===== src/sv/lacc_pkg.sv =====
// Shared constants, types and helper functions for the access code correlator.
package lacc_pkg;

    // History / code geometry
    localparam int CODE_WORDS  = 4;
    localparam int REG_WORDS   = 4;
    localparam int WORD_BITS   = 64;
    localparam int HIST_BITS   = CODE_WORDS * WORD_BITS;
    localparam int CHUNK_BITS  = 16;
    localparam int NUM_CHUNKS  = HIST_BITS / CHUNK_BITS;
    localparam int CHUNK_CNT_W = $clog2(CHUNK_BITS + 1);
    localparam int CNT_W       = $clog2(HIST_BITS + 1);

    // Register port geometry
    localparam int LEN_W       = 9;
    localparam int CFG_IDX_W   = 3;
    localparam int CFG_DATA_W  = WORD_BITS;

    // Reset values
    localparam logic [LEN_W-1:0] CODE_LENGTH_RST     = LEN_W'(64);
    localparam logic [LEN_W-1:0] MATCH_THRESHOLD_RST = '0;

    // Register map
    typedef enum logic [CFG_IDX_W-1:0] {
        REG_CODE_WORD_0     = 3'd0,
        REG_CODE_WORD_1     = 3'd1,
        REG_CODE_WORD_2     = 3'd2,
        REG_CODE_WORD_3     = 3'd3,
        REG_CODE_LENGTH     = 3'd4,
        REG_MATCH_THRESHOLD = 3'd5
    } t_reg_idx;

    // Configuration as seen by the datapath
    typedef struct packed {
        logic [REG_WORDS-1:0][WORD_BITS-1:0] code_word;
        logic [LEN_W-1:0]                    code_length;
        logic [LEN_W-1:0]                    match_threshold;
    } t_cfg;

    // Per-chunk mismatch counts handed from the count stage to the sum stage
    typedef logic [NUM_CHUNKS-1:0][CHUNK_CNT_W-1:0] t_chunk_cnt_vec;

    // Ones count of a 16-bit chunk: four nibble counts, then their sum
    function automatic logic [CHUNK_CNT_W-1:0] chunk_ones(input logic [CHUNK_BITS-1:0] v);
        logic [2:0] nib [4];
        for (int n = 0; n < 4; n++) begin
            nib[n] = {2'b00, v[4*n]} + {2'b00, v[4*n+1]}
                   + {2'b00, v[4*n+2]} + {2'b00, v[4*n+3]};
        end
        return CHUNK_CNT_W'(({2'b00, nib[0]} + {2'b00, nib[1]})
                          + ({2'b00, nib[2]} + {2'b00, nib[3]}));
    endfunction

endpackage


===== src/sv/lacc_cfg_regs.sv =====
// Configuration register file: access code words, code length and threshold.
module lacc_cfg_regs (
    input  logic                                i_clk,
    input  logic                                i_rst_n,
    input  logic                                i_cfg_we,
    input  logic [lacc_pkg::CFG_IDX_W-1:0]      i_cfg_idx,
    input  logic [lacc_pkg::CFG_DATA_W-1:0]     i_cfg_data,
    output lacc_pkg::t_cfg                      o_cfg
);
    import lacc_pkg::*;

    t_cfg r_cfg;

    // Register writes; indexes past the map are ignored
    always_ff @(posedge i_clk) begin
        if (!i_rst_n) begin
            r_cfg.code_word       <= '0;
            r_cfg.code_length     <= CODE_LENGTH_RST;
            r_cfg.match_threshold <= MATCH_THRESHOLD_RST;
        end else if (i_cfg_we) begin
            case (t_reg_idx'(i_cfg_idx))
                REG_CODE_WORD_0:     r_cfg.code_word[0] <= i_cfg_data;
                REG_CODE_WORD_1:     r_cfg.code_word[1] <= i_cfg_data;
                REG_CODE_WORD_2:     r_cfg.code_word[2] <= i_cfg_data;
                REG_CODE_WORD_3:     r_cfg.code_word[3] <= i_cfg_data;
                REG_CODE_LENGTH:     r_cfg.code_length     <= i_cfg_data[LEN_W-1:0];
                REG_MATCH_THRESHOLD: r_cfg.match_threshold <= i_cfg_data[LEN_W-1:0];
                default: ;
            endcase
        end
    end

    assign o_cfg = r_cfg;

endmodule


===== src/sv/lacc_hist_count.sv =====
// Bit history shift register and registered per-chunk mismatch counts.
module lacc_hist_count (
    input  logic                     i_clk,
    input  logic                     i_rst_n,
    input  logic                     i_accept,
    input  logic                     i_bit,
    input  lacc_pkg::t_cfg           i_cfg,
    output lacc_pkg::t_chunk_cnt_vec o_chunk_cnt
);
    import lacc_pkg::*;

    logic [HIST_BITS-1:0] r_hist;
    logic [HIST_BITS-1:0] n_hist;
    logic [HIST_BITS-1:0] code_flat;
    logic [HIST_BITS-1:0] len_mask;
    logic [HIST_BITS-1:0] diff;
    t_chunk_cnt_vec       r_chunk_cnt;
    t_chunk_cnt_vec       n_chunk_cnt;

    // Newest bit enters at position 0, oldest falls off the top
    assign n_hist    = {r_hist[HIST_BITS-2:0], i_bit};
    assign code_flat = i_cfg.code_word[CODE_WORDS-1:0];

    // Compare only positions below code_length (longer lengths saturate)
    always_comb begin
        for (int p = 0; p < HIST_BITS; p++) begin
            len_mask[p] = (LEN_W'(p) < i_cfg.code_length);
        end
    end

    assign diff = (n_hist ^ code_flat) & len_mask;

    // Count mismatches per chunk
    always_comb begin
        for (int c = 0; c < NUM_CHUNKS; c++) begin
            n_chunk_cnt[c] = chunk_ones(diff[c*CHUNK_BITS +: CHUNK_BITS]);
        end
    end

    // History is control state; counts are payload
    always_ff @(posedge i_clk) begin
        if (!i_rst_n) begin
            r_hist <= '0;
        end else if (i_accept) begin
            r_hist <= n_hist;
        end
    end

    always_ff @(posedge i_clk) begin
        if (i_accept) begin
            r_chunk_cnt <= n_chunk_cnt;
        end
    end

    assign o_chunk_cnt = r_chunk_cnt;

    // History shifts exactly on a transfer
    a_hist_shift: assert property (@(posedge i_clk) disable iff (!i_rst_n)
        i_accept |=> (r_hist[0] == $past(i_bit))
                     && (r_hist[HIST_BITS-1:1] == $past(r_hist[HIST_BITS-2:0])))
        else $error("history did not shift on input transfer");

    a_hist_hold: assert property (@(posedge i_clk) disable iff (!i_rst_n)
        i_rst_n && !i_accept |=> $stable(r_hist))
        else $error("history changed without input transfer");

    a_cnt_range: assert property (@(posedge i_clk) disable iff (!i_rst_n)
        $past(i_accept) && $past(i_rst_n) |-> (r_chunk_cnt[0] <= CHUNK_CNT_W'(CHUNK_BITS)))
        else $error("chunk count out of range");

endmodule


===== src/sv/lacc_sum_cmp.sv =====
// Adder tree over the chunk counts and threshold compare.
module lacc_sum_cmp (
    input  lacc_pkg::t_chunk_cnt_vec         i_chunk_cnt,
    input  logic [lacc_pkg::LEN_W-1:0]       i_threshold,
    output logic                             o_match
);
    import lacc_pkg::*;

    logic [CNT_W-1:0] acc [NUM_CHUNKS];

    // Pairwise reduction, log2 levels deep
    always_comb begin
        for (int i = 0; i < NUM_CHUNKS; i++) begin
            acc[i] = CNT_W'(i_chunk_cnt[i]);
        end
        for (int s = 1; s < NUM_CHUNKS; s = s * 2) begin
            for (int i = 0; i < NUM_CHUNKS; i = i + 2 * s) begin
                if (i + s < NUM_CHUNKS) begin
                    acc[i] = acc[i] + acc[i+s];
                end
            end
        end
    end

    // Strictly below threshold
    assign o_match = ((LEN_W + 1)'(acc[0]) < (LEN_W + 1)'(i_threshold));

endmodule


===== src/sv/long_access_code_correlator_unit.sv =====
// Top level: long access code correlator with Hamming distance threshold.
// A result is valid once its input transfer has passed the count stage and the output register.
// Throughput: one bit per cycle; the count stage and output register both
// advance every cycle unless the output side stalls.
// Reset (synchronous, active low) clears the history, the pipeline valids and
// loads the register reset values (code 0, length 64, threshold 0).
module long_access_code_correlator_unit (
    input  logic                              i_clk,
    input  logic                              i_rst_n,
    input  logic                              i_cfg_we,
    input  logic [lacc_pkg::CFG_IDX_W-1:0]    i_cfg_idx,
    input  logic [lacc_pkg::CFG_DATA_W-1:0]   i_cfg_data,
    input  logic                              i_in_valid,
    output logic                              o_in_stall,
    input  logic                              i_in_bit,
    output logic                              o_out_valid,
    input  logic                              i_out_stall,
    output logic                              o_data_bit,
    output logic                              o_match_flag
);
    import lacc_pkg::*;

    t_cfg           cfg;
    t_chunk_cnt_vec chunk_cnt;
    logic           match;
    logic           in_xfer;
    logic           out_move;
    logic           r_s1_valid;
    logic           r_s1_bit;
    logic           r_out_valid;
    logic           r_out_bit;
    logic           r_out_flag;

    lacc_cfg_regs u_cfg (
        .i_clk      (i_clk),
        .i_rst_n    (i_rst_n),
        .i_cfg_we   (i_cfg_we),
        .i_cfg_idx  (i_cfg_idx),
        .i_cfg_data (i_cfg_data),
        .o_cfg      (cfg)
    );

    // Handshake: output register frees when empty or being taken
    assign out_move   = !r_out_valid || !i_out_stall;
    assign o_in_stall = r_s1_valid && !out_move;
    assign in_xfer    = i_in_valid && !o_in_stall;

    lacc_hist_count u_hist (
        .i_clk       (i_clk),
        .i_rst_n     (i_rst_n),
        .i_accept    (in_xfer),
        .i_bit       (i_in_bit),
        .i_cfg       (cfg),
        .o_chunk_cnt (chunk_cnt)
    );

    lacc_sum_cmp u_sum (
        .i_chunk_cnt (chunk_cnt),
        .i_threshold (cfg.match_threshold),
        .o_match     (match)
    );

    // Count stage valid and passthrough bit
    always_ff @(posedge i_clk) begin
        if (!i_rst_n) begin
            r_s1_valid <= 1'b0;
        end else if (in_xfer) begin
            r_s1_valid <= 1'b1;
        end else if (out_move) begin
            r_s1_valid <= 1'b0;
        end
    end

    always_ff @(posedge i_clk) begin
        if (in_xfer) begin
            r_s1_bit <= i_in_bit;
        end
    end

    // Output register
    always_ff @(posedge i_clk) begin
        if (!i_rst_n) begin
            r_out_valid <= 1'b0;
        end else if (out_move) begin
            r_out_valid <= r_s1_valid;
        end
    end

    always_ff @(posedge i_clk) begin
        if (out_move && r_s1_valid) begin
            r_out_bit  <= r_s1_bit;
            r_out_flag <= match;
        end
    end

    assign o_out_valid  = r_out_valid;
    assign o_data_bit   = r_out_bit;
    assign o_match_flag = r_out_flag;

    // A transfer always fills the count stage
    a_s1_fill: assert property (@(posedge i_clk) disable iff (!i_rst_n)
        i_rst_n && in_xfer |=> r_s1_valid)
        else $error("count stage empty after input transfer");

    // Both stages full and output stalled must back-pressure the input
    a_backpressure: assert property (@(posedge i_clk) disable iff (!i_rst_n)
        r_s1_valid && r_out_valid && i_out_stall |-> o_in_stall)
        else $error("input not stalled with full pipeline");

    // Output drains when nothing is behind it
    a_drain: assert property (@(posedge i_clk) disable iff (!i_rst_n)
        i_rst_n && out_move && !r_s1_valid |=> !r_out_valid)
        else $error("output valid without a source");

    // Passthrough bit follows the count stage into the output
    a_bit_pass: assert property (@(posedge i_clk) disable iff (!i_rst_n)
        i_rst_n && out_move && r_s1_valid |=> (r_out_bit == $past(r_s1_bit)))
        else $error("data bit lost between stages");

endmodule

===== config.mk =====
export PLATFORM = sky130hd
export DESIGN_NAME = long_access_code_correlator_unit
export DESIGN_NICKNAME = d
export VERILOG_FILES = /design/src/sv/lacc_pkg.sv /design/src/sv/lacc_cfg_regs.sv /design/src/sv/lacc_hist_count.sv /design/src/sv/lacc_sum_cmp.sv /design/src/sv/long_access_code_correlator_unit.sv
export SDC_FILE = /design/constraint.sdc
export NUM_CORES = 2
export LEC_CHECK = 0
export ABC_AREA = 1
export BUFFER_PORTS_ARGS = -buffer_cell sky130_fd_sc_hd__clkbuf_2
export CORE_MARGIN = 4
export CORE_UTILIZATION = 58
export DETAILED_ROUTE_END_ITERATION = 8
export PLACE_DENSITY = 0.88
export SYNTH_ARGS = -nofsm -noshare
export SYNTH_HDL_FRONTEND = slang
export SYNTH_HIERARCHICAL = 1
export SYNTH_SLANG_ARGS = --single-unit

===== constraint.sdc =====
create_clock -name i_clk -period 6.3 [get_ports i_clk]
set_clock_uncertainty 0.05 [all_clocks]
set_input_delay 0.315 -clock i_clk [delete_from_list [all_inputs] [get_ports i_clk]]
set_output_delay 0.315 -clock i_clk [all_outputs]
set_load 0.005 [all_outputs]

# [Word level (Yosys, flattened, before mapping)]
# Cells that the tools add are included.
[word_totals] ff_bits=614 in_bits=73 output_inout_bits=4 word_cells=565
[op_classes] n_addsub=255 order_cmp=257 n_eq_ne=5 mux=2 bitwise_logic=2 reduce_logical=16
[ops] op="8-bit by 9-bit less-than comparator with 1-bit output (first input constant)" n=128
[ops] op="7-bit by 9-bit less-than comparator with 1-bit output (first input constant)" n=64
[ops] op="3-bit by 1-bit adder with 3-bit output" n=128
[ops] op="6-bit by 9-bit less-than comparator with 1-bit output (first input constant)" n=32
[ops] op="256-bit bitwise AND" n=1
[ops] op="256-bit XOR" n=1
[ops] op="5-bit by 9-bit less-than comparator with 1-bit output (first input constant)" n=16
[ops] op="1-bit by 1-bit adder with 2-bit output" n=64
[ops] op="3-bit by 3-bit adder with 4-bit output" n=32
[ops] op="5-bit adder" n=16
[ops] op="4-bit by 9-bit less-than comparator with 1-bit output (first input constant)" n=8
[ops] op="9-bit adder" n=7
[ops] op="5-bit by 5-bit adder with 6-bit output" n=8
[ops] op="3-bit by 9-bit less-than comparator with 1-bit output (first input constant)" n=4
[ops] op="1-bit by 9-bit less-than comparator with 1-bit output (first input constant)" n=2
[ops] op="2-bit by 9-bit less-than comparator with 1-bit output (first input constant)" n=2
[ops] op="2-bit AND reduction" n=6
[ops] op="9-bit less-than comparator" n=1
[ops] op="3-bit by 2-bit == test with 1-bit output (second input constant)" n=2
[ops] op="3-bit == test (second input constant)" n=2
[ops] op="1-bit logical NOT" n=4
[ops] op="3-bit by 1-bit == test with 1-bit output (second input constant)" n=1
[ops] op="1-bit logical AND" n=3
[ops] op="3-bit logical NOT" n=1
[ops] op="other kinds (3)" n=4

# [Depth between registers and ports, before layout]
[depth] depth_word=7 mapped_depth=28 depth_no_buf=28

# [Modules after synthesis]
# Netlist, hierarchy kept.
[by_module_without_submodules] module="lacc_hist_count" instances=1 cells_per_inst=2746 area_each_um2=22151.2 seq_area_each_um2=7507.2
[by_module_without_submodules] module="lacc_cfg_regs" instances=1 cells_per_inst=1564 area_each_um2=10881.7 seq_area_each_um2=5485.3
[by_module_without_submodules] module="lacc_sum_cmp" instances=1 cells_per_inst=274 area_each_um2=2373.5 seq_area_each_um2=0.0
[by_module_without_submodules] module="long_access_code_correlator_unit" instances=1 cells_per_inst=16 area_each_um2=185.2 seq_area_each_um2=130.1

# [Least setup slack after synthesis]
# OpenSTA, ideal clock, no wires.
[synth_path] kind="register -> register" from="reg u_hist.r_chunk_cnt, in the netlist u_hist/o_chunk_cnt[30]" to="reg r_out_flag, in the netlist o_match_flag (data pin)" setup_time_ps=253 arrival_ps=5722 required_time_ps=5997 setup_slack_ps=276 path_stages_with_launch=28 path_buffers=0 synth_period_minus_slack_ps=6024 cell_sequence="edfxtp_1 ha_1 fa_1 xnor2_1 fa_1 fa_1 inv_1 fa_1 fa_1 inv_1 fa_1 fa_1 inv_1 ha_1 inv_1 fa_1 inv_1 nand2_1 nand2_1 nand3_1 nand3_1 nand2_1 ha_1 nand2_1 nor2_1 nand3_1 nor2_1 nor2_1"
[synth_via] elab_chain_cells=5
[synth_lines] element="start, declared" line="lacc_hist_count.sv:17" rtl="t_chunk_cnt_vec r_chunk_cnt;"
[synth_lines] element="start signal, assigned" line="lacc_hist_count.sv:51" rtl="r_chunk_cnt <= n_chunk_cnt;"
[synth_lines] element="5-bit by 5-bit adder with 6-bit output" line="lacc_sum_cmp.sv:19" rtl="acc[i] = acc[i] + acc[i+s];"
[synth_lines] element="9-bit adder (3 in a row)" line="lacc_sum_cmp.sv:19"
[synth_lines] element="9-bit less-than comparator" line="lacc_sum_cmp.sv:26" rtl="assign o_match = ((LEN_W + 1)'(acc[0]) < (LEN_W + 1)'(i_threshold));"
[synth_lines] element="via match" line="long_access_code_correlator_unit.sv:25" rtl="logic match;"
[synth_lines] element="end signal, assigned" line="long_access_code_correlator_unit.sv:92" rtl="r_out_flag <= match;"
[synth_lines] element="end, declared" line="long_access_code_correlator_unit.sv:32" rtl="logic r_out_flag;"
# The timed path passes the listed nets, and every way through them passes these cells.
# A chain may end at the register's enable or synchronous reset.

# [Final worst setup path]
# Same ends and word-level chain as after synthesis.

==> reports/qor.txt <==
status -> finished clean
worst skew pair latency -> 620 ps
layout cell share with drive strength beyond 1 -> 6.92%
CP Launch Point -> u_hist/o_chunk_cnt[30]
Post-Synthesis Cells -> 4600
initial core utilization -> 58.7%
DRC -> 0
leakage -> 18.2 nW
final hold vios -> 0
Setup crit start kind -> flop
fillers -> 4962
clock buffer depth -> 3
detailed placement HPWL -> 78600 um
Synth Area per Inst -> 7.74 um^2
GPL Wtd Cong -> 1.04
Vias -> 31200
most frequently used flop master after synthesis -> dfxtp_1
final-report max-slew violation count -> 0
PnR Total Power -> 0.0205 W
critical path endpoint category -> flop
total gr overflow -> 0
largest net degree at the start of global routing -> 225
Async S/R FF share, synth -> 0%
setup violators final -> 0
Die Area -> 65400 um^2
Post-DRT Antenna Nets -> 0
clock sink count -> 614
first-pass GRT wire length -> 170000 um
routed vias/inst -> 5.74
Synthesized Nets -> 5006
Crit Path Class -> reg -> reg
VDD IR max -> 1840 uV
Die Width -> 256 um
Worst-path clk slew -> 60 ps
CTS tree -> yes
IO Port Bufs -> 76
Clock Root Buffer -> clkbuf_16
Distinct cells, synth -> 33
CP arrival -> 6590 ps
Hold Path Class -> in -> reg
Worst-Margin Slew -> 1150 ps
max_slew headroom -> 23.3%
Syn. warnings -> 6
io pins -> 77
GRT Util Overall -> 33.0%
RSZ-0062 raised after global routing -> true
row count -> 90
antenna violations before repair -> 2
fmax -> 159 MHz
First-pass DRT Iterations -> 7
core area -> 60600 um^2
fin cells -> 5438
DR iter-0 viols -> 3949
die height -> 256 um
Crit Reg-Reg Startpoint -> u_hist/o_chunk_cnt[30]
Crit Path Max Fanout -> 3
final net count -> 5008
# H-tree levels -> 3
Post-synth EDFFs -> 83
max_cap viols -> 0
Seq/Total Area, Yosys -> 36.9%
placed cell count -> 5309
vias in the first global route -> 29600
Num CTS Buffers -> 67
min Tclk post-route -> 6290 ps
Hold Path Origin -> i_cfg_data[23]
Req. time, crit path -> 6600 ps
WL final -> 111000 um
power per cell area -> 526 nW/um^2
routed len/inst -> 20.4 um
Cell Area, Synth -> 35600 um^2
area grow syn2layout -> 9.46%
final period utilization -> 99.8%
Synth Register Bits -> 614
cell usage in the layout (no fill, tap or decap), types with 6 or more instances in the layout:
| cell type | synthesis | layout |
|---|---|---|
| nor2_2 | 9 | 12 |
| o21ai_0 | 321 | 321 |
| nand3_2 | 4 | 8 |
| clkbuf_1 | 88 | 18 |
| clkbuf_2 | 0 | 75 |
| ha_1 | 110 | 104 |
| o211ai_1 | 20 | 20 |
| nand3_1 | 396 | 392 |
| a21oi_1 | 52 | 52 |
| xor2_1 | 208 | 208 |
| clkbuf_16 | 0 | 70 |
| inv_1 | 416 | 411 |
| clkinv_2 | 0 | 7 |
| fa_1 | 223 | 220 |
| nand2_1 | 593 | 588 |
| dfxtp_1 | 531 | 531 |
| xnor2_1 | 84 | 81 |
| edfxtp_1 | 83 | 83 |
| clkbuf_8 | 0 | 14 |
| nand2_2 | 1 | 6 |
| buf_4 | 14 | 75 |
| inv_2 | 8 | 11 |
| o21ai_1 | 19 | 19 |
| nor2_1 | 1261 | 1256 |
| nor2_4 | 6 | 8 |
registers in the layout, summed over array words and instances (netlist names):
signal	cells
r_s1_valid	1
u_cfg/o_cfg	274
o_out_valid	1
u_hist/r_hist	255
o_match_flag	1
u_hist/o_chunk_cnt	80
r_s1_bit	1
o_data_bit	1
worst max-delay path: stages (launching register included):
cell,delay [ps]
edfxtp_1,370
ha_2,220
fa_2,390
nand3_2,100
nand2_1,90
xnor2_2,150
fa_1,480
inv_1,50
fa_2,540
fa_1,440
fa_1,460
fa_1,520
inv_1,70
fa_1,530
inv_1,80
ha_4,250
or2_1,250
nand3_2,100
nand2_1,50
nand2_1,70
nand2_2,70
ha_4,270
nand2_2,60
nor2_2,110
nand3_1,80
nor2_1,130
nor2_2,50
synth_stat cells (4+ instances only):
cell type  count  area share [%]
dfxtp_1      531              30
nand2_1      593             6.3
xnor2_1       84             2.1
inv_1        416             4.4
edfxtp_1      83             7.0
fa_1         223              13
or2_1          5           0.088
nor2_4         6            0.19
nor2_1      1261              13
xor2_1       208             5.1
a21oi_1       52            0.73
clkbuf_1      88            0.93
buf_1          6           0.063
nand3_2        4            0.11
nand3_1      396             5.6
ha_1         110             3.9
buf_6          5            0.16
buf_4         14            0.30
nor3_1         5           0.070
o21ai_0      321             4.5
buf_2        115             1.6
and2_1         4           0.070
nor2_2         9            0.16
o211ai_1      20            0.42
inv_2          8           0.084
nand4_1        5           0.088
o21ai_1       19            0.27
metal layers:
layer	up-vias	global-route usage [%]	part of all wire (%)
li1	14300	-	-
met1	14800	43.5	39
met2	1748	53.3	46
met3	364	5.91	10
met4	2	15.3	5.3
met5	-	0	0.0099
layout make-up:
| class | count | area [um^2] | share of cell area [%] |
|---|---|---|---|
| Antenna cell | 3 | 7.51 | 0.0193 |
| Clock buffer | 102 | 2010 | 5.16 |
| Clock inverter | 18 | 210 | 0.540 |
| Inverter | 426 | 1610 | 4.14 |
| Multi-Input combinational cell | 3332 | 19900 | 51.1 |
| Sequential cell | 614 | 13100 | 33.7 |
| Tap cell | 782 | 978 | 2.51 |
| Timing Repair Buffer | 161 | 1100 | 2.83 |
repair_timing:
item	in CTS	in global routing
hold endpoints to repair	5	0
buffers inserted	0	1
hold buffers	5	0
cloned	0	0
pin swaps	10	22
setup endpoints to repair	1	1
resized for setup	8	18
power breakdown:
group,switching [W],internal [W]
registers,0.000182,0.00435
logic,0.00659,0.00540
clock network,0.00164,0.00234
total,0.00841,0.0121
worst paths after layout:
check	to	slack [ps]	cells after the start
min reg2reg	o_data_bit	390	0
max	o_match_flag	10	26
min	u_cfg/o_cfg[169]	30	5
max reg2reg	o_match_flag	10	26
kinds of logic after synthesis:
group                    share of synthesized area, %
AO/OA/AOI/OAI                                    6.03
XOR/XNOR                                         7.19
adder cells (fa/ha/maj)                          16.4
AND/OR/NAND/NOR                                  26.0
buffers and inverters                            7.55
flip-flops                                       36.9
stage by stage:
step                      util (%)  setup WS, ps  hold slack [ps]  TNS, ps  cell area [um^2]
after floorplan                  -           276              350        0             35600
after global placement        60.3          6.05              356        0             36600
after detailed placement      60.3         -93.1              355    -93.1             36600
after CTS                     64.2          2.15             13.3        0             38900
after global routing          64.3          -216             59.6     -216             39000
final                         64.3          10.1             27.5        0             39000
(Power assumes the default switching activity.)
